<file path="src/rtl/dpuf_ram.sv">
`default_nettype none
// ----------------------------------------------------------------------------
// dpuf_ram
// Simple dual-port RAM: one write port, one read port, registered read data.
// ----------------------------------------------------------------------------
module dpuf_ram #(
	parameter int WIDTH = 8,
	parameter int DEPTH = 16
) (
	input  wire                      clk,
	input  wire                      we,
	input  wire [$clog2(DEPTH)-1:0]  waddr,
	input  wire [WIDTH-1:0]          wdata,
	input  wire [$clog2(DEPTH)-1:0]  raddr,
	output logic [WIDTH-1:0]         rdata
);

	logic [WIDTH-1:0] mem [DEPTH];

	always_ff @(posedge clk) begin
		if (we) begin
			mem[waddr] <= wdata;
		end
		rdata <= mem[raddr];
	end

endmodule
`default_nettype wire

</file>
<file path="config.mk">
export PLATFORM = sky130hd
export DESIGN_NAME = dpuf_ram
export DESIGN_NICKNAME = d
export VERILOG_FILES = /design/src/rtl/dpuf_ram.sv
export SDC_FILE = /design/constraint.sdc
export NUM_CORES = 1
export LEC_CHECK = 0
export BUFFER_PORTS_ARGS = -buffer_cell sky130_fd_sc_hd__buf_2
export CAP_MARGIN = 20
export CORE_MARGIN = 5
export CORE_UTILIZATION = 30
export DETAILED_ROUTE_END_ITERATION = 8
export MAX_ROUTING_LAYER = met4
export RECOVER_POWER = 50
export SYNTH_ARGS = -nofsm -noshare
export SYNTH_HDL_FRONTEND = slang
export SYNTH_SLANG_ARGS = --single-unit
</file>
<file path="constraint.sdc">
create_clock -name clk -period 1.7 [get_ports clk]
set_clock_uncertainty 0.1 [all_clocks]
set_input_delay 0.17 -clock clk [delete_from_list [all_inputs] [get_ports clk]]
set_output_delay 0.17 -clock clk [all_outputs]
set_load 0.02 [all_outputs]
</file>
After elaboration in Yosys (flattened, before gate mapping)
Memory sizes are Yosys's and may differ from the RTL's. A register that Yosys moved wholly into a read port is not among the register bits.
Index checks and enable logic that the tools add are counted.
{ "word_totals": {"mem_count": 1, "mem_bits_rw": 128, "register_bits": 0, "output_inout_bits": 8, "word_cells": 3, "inputBits": 18} }
{ "op_classes": {"n_mux": 2} }
{ "memory_table": {"columns": ["memory", "words", "word_bits", "read_ports", "rd_ports_with_merged_regs", "write_ports", "line_no", "text"], "rows": [
  ["mem", 16, 8, 1, 1, 1, "18", "logic [WIDTH-1:0] mem [DEPTH];"]
]} }
{ "ops": {"columns": ["op", "n"], "rows": [
  ["2-to-1 mux 1 bit", 2]
]} }

Depth between registers and ports, before layout
{ "logic_depth": {"ltp_word": 2, "mapped_depth": 5, "depth_no_buf": 3} }

Worst setup path after synthesis
Ideal clock, no wire load.
{ "synth_timing": {"path_type": "in2reg", "startpoint": "in waddr[2]", "endpoint": "mem mem[0][0] (enable)", "required_ns": 1.217, "arrival_time_ns": 1.280, "setup_ns": 0.383, "n_path_buf": 0, "path_slack_ns": -0.063, "path_stages": 2, "cell_sequence": "or3b_2 > nor3_1"} }
{ "synth_rtl": {"columns": ["element", "line_no", "text"], "rows": [
  ["start, declared", "12", "input wire [$clog2(DEPTH)-1:0] waddr,"],
  ["end, declared", "18", null]
]} }
No word-level cell before the write port.

==> reports/qor.tcl <==
set qor(layout.filler_cells) 1566
set qor(post_synth_num_cell_types) 19
set qor(yosysTopAreaCellShare_pct) 74.7
set qor(path_delay_family) {multiplexers}
set qor(power.density_cell_area_nw_per_um2) 1200
set qor(number_of_storage_elements_in_the_synthesis_netlist) 136
set qor(critical_path_cell_count) 3
set qor(hold_end) {mem[6][6]}
set qor(critical_path.max_fanout) 1
set qor(reg_to_reg_endpoint) {rdata[2]}
set qor(grt.total_usage_pct) 11.3
set qor(drv_slew) 0
set qor(finalWirelength_um) 10200
set qor(cp_data_required_time_ns) 1.89
set qor(worst_setup_path_end_kind) {register}
set qor(io-pin-count) 26
set qor(pre_cts_slack_ns) -0.0319
set qor(die_w_um) 141
set qor(placedCellCount) 484
set qor(share_of_synthesized_area_occupied_by_flip_flops_and_latches_pct) 77.8
set qor(critical_path_buf_inv_count) 0
set qor(power.ir.vdd_worst_mv) 0.743
set qor(hold_depth) 1
set qor(status) {completed}
set qor(die_h_um) 141
set qor(post_route_cells_drive_above_1_share_pct) 27.4
set qor(tightestPinTransition_ns) 0.824
set qor(finalHoldViolations) 0
set qor(remaining_drc_errors) 0
set qor(leakage_nw) 2.05
set qor(number_of_global_route_vias_before_repair) 2606
set qor(vias) 2426
set qor(clockPowerShare_pct) 43.9
set qor(multi_input_area_um2) 1060
set qor(worst-r2r-setup-slack_ns) 0.21
set qor(critical_path_class) {register to register}
set qor(firstDrtPassIters) 4
set qor(clk-insertion-delay-late_ns) 0.40
set qor(floorplan.die_area_um2) 19900
set qor(period_minus_slack_ns) 1.49
set qor(final.setup.worst_slack_ns) 0.215
set qor(p_switching_mw) 1.51
set qor(globalRoute.totalOverflow) 0
set qor(insertedDiodeCount) 0
set qor(logic_gate_share_of_total_power_pct) 5.1
set qor(cp_cell_sequence) {mux4_1 -> a22oi_1 -> nand2_1}
set qor(port_buffers) 25
set qor(post_cts_hold_buffer_count) 0
set qor(placeable_core_region_um2) 16700
set qor(cts_resized) 0
set qor(routabilityCongestion) 0.753
set qor(floorplan.initialDensity_pct) 30.8
set qor(finish.net_count) 301
set qor(rsz0062_at_grt) {false}
set qor(arrival_ns) 1.67
set qor(ctsHtreeMaxLevel) 4
set qor(final_common_cell) {edfxtp_1}
set qor(instances_no_fill) 516
set qor(cts.sink_count) 136
set qor(clkSlewWorstSetupHoldPaths_ns) 0.05
set qor(utilization_after_layout_pct) 36.9
set qor(synth_area_um2) 5150
set qor(p_sw_share_pct) 20.5
set qor(setup_viol) 0
set qor(antenna_found_initial) 0
set qor(placement_rows) 47
set qor(yosys_warnings) 0
set qor(area_growth_syn_to_layout_pct) 19.6
set qor(critical_path.slowest_cell) {mux4_1}
set qor(max-clock-path-buffers) 2
set qor(post_synth_main_area_contributors) {edfxtp_1, mux4_2, mux4_1}
set qor(slowest_delay_ns) 0.53
set qor(finalCritPeriodShare_pct) 87.4
set qor(yosysTopAreaCell) {edfxtp_1}
set qor(clock.fmax_mhz) 673
set qor(cts-root-buf) {clkbuf_16}
set qor(area.sequential_um2) 4000
set qor(synthesis.instances) 229
set qor(wire_length_of_the_first_global_routing_pass_um) 16000
set qor(avg_synthesized_cell_area_um2) 22.5
set qor(tritoncts.num_buffers) 17
set qor(holdCritStartpoint) {wdata[6]}
set qor(dp_hpwl_um) 6670
set qor(postSynthNetCount) 247
set qor(post_cts.repair.setup_buffers) 0
set qor(routed_via_density) 4.70
set qor(layout_common_cells) {edfxtp_1, mux4_2, clkbuf_16}
set qor(maxSlewHeadroom_pct) 45.0
set qor(dr.first_iter.drc_count) 263
set qor(reg2regPathDepth) 3
set qor(maximum_number_of_pins_on_one_net_before_global_route_repair) 20
set qor(holdCritPathClass) {input port to register}
set qor(critical_path.startpoint_type) {register}
set qor(power.share.sequential_pct) 51.0
set qor(routedWlPerCell_um) 19.9
set qor(drv_cap) 0
set qor(worstReg2RegStart) {mem[6][2]}
set qor(antenna_left) 0
set qor(p_int_mw) 5.89
set qor(tritoncts) {yes}
## metal layers
layer | global-route usage (%) | share of wire, % | vias up
met3 | 3.56 | 4.5 | 6
met2 | 16.9 | 47 | 65
met4 | 2.91 | 0.61 | 0
met5 | - | 0 | -
li1 | - | - | 1083
met1 | 15.2 | 48 | 1272
## synthesized netlist by cell type (all sizes together)
cell	instances
or3b	1
mux4	32
nor2b	1
dfxtp	8
buf	7
and2b	1
nor3	4
a22oi	16
clkdlybuf4s25	3
and2	1
nand3b	2
nand3	1
nand2b	2
edfxtp	128
nand2	9
nor2	13
## through the flow
stage          hold WS (ns)  power (mW)  area, µm²  setup TNS (ns)
4_1_cts              0.0363        7.48       6180               0
3_3_place_gp          0.457        4.22       5650         -0.0332
6_report              0.196        7.40       6160               0
3_5_place_dp          0.469        4.23       5650         -0.0551
5_1_grt               0.223        7.68       6160               0
2_1_floorplan         0.169        4.05       5150               0
## power groups by stage
stage | clock network, mW | logic [mW] | registers [mW]
2_1_floorplan | 0 | 0.191 | 3.86
3_3_place_gp | 0 | 0.375 | 3.84
3_5_place_dp | 0 | 0.387 | 3.84
4_1_cts | 3.32 | 0.387 | 3.78
5_1_grt | 3.49 | 0.409 | 3.78
6_report | 3.25 | 0.375 | 3.77
## worst max path at each step
stage                           end       from
after CTS                  rdata[2]  mem[5][2]
after global placement     rdata[2]   raddr[0]
after floorplan           mem[3][0]   waddr[2]
final                      rdata[2]  mem[6][2]
after detailed placement   rdata[2]   raddr[0]
after global routing       rdata[2]  mem[4][2]
## worst reg2reg max path, stage by stage, from the launching register on
cell and delay (ns):
edfxtp_1 0.36, mux4_1 0.53, a22oi_1 0.29, nand2_1 0.09
## kinds of logic after synthesis
group	count (synthesis)	share of synthesized area [%]
flops	136	77.8
buf+inv	10	1.68
simple gates	35	3.18
mux	32	15.0
compound gates	16	2.33
## cell type report
class / count / share of cell area [%]
clock buffers: 21 / 7.15
repair buffers: 45 / 4.77
flip-flops and latches: 136 / 65.0
well taps: 220 / 4.47
clock inverters: 11 / 1.34
multi-input cells: 83 / 17.2
## state kept, by name, indices dropped and copies added (netlist names)
| register | flops |
|---|---|
| mem | 128 |
| rdata | 8 |
No activity file was read; power rests on OpenSTA's default activity.
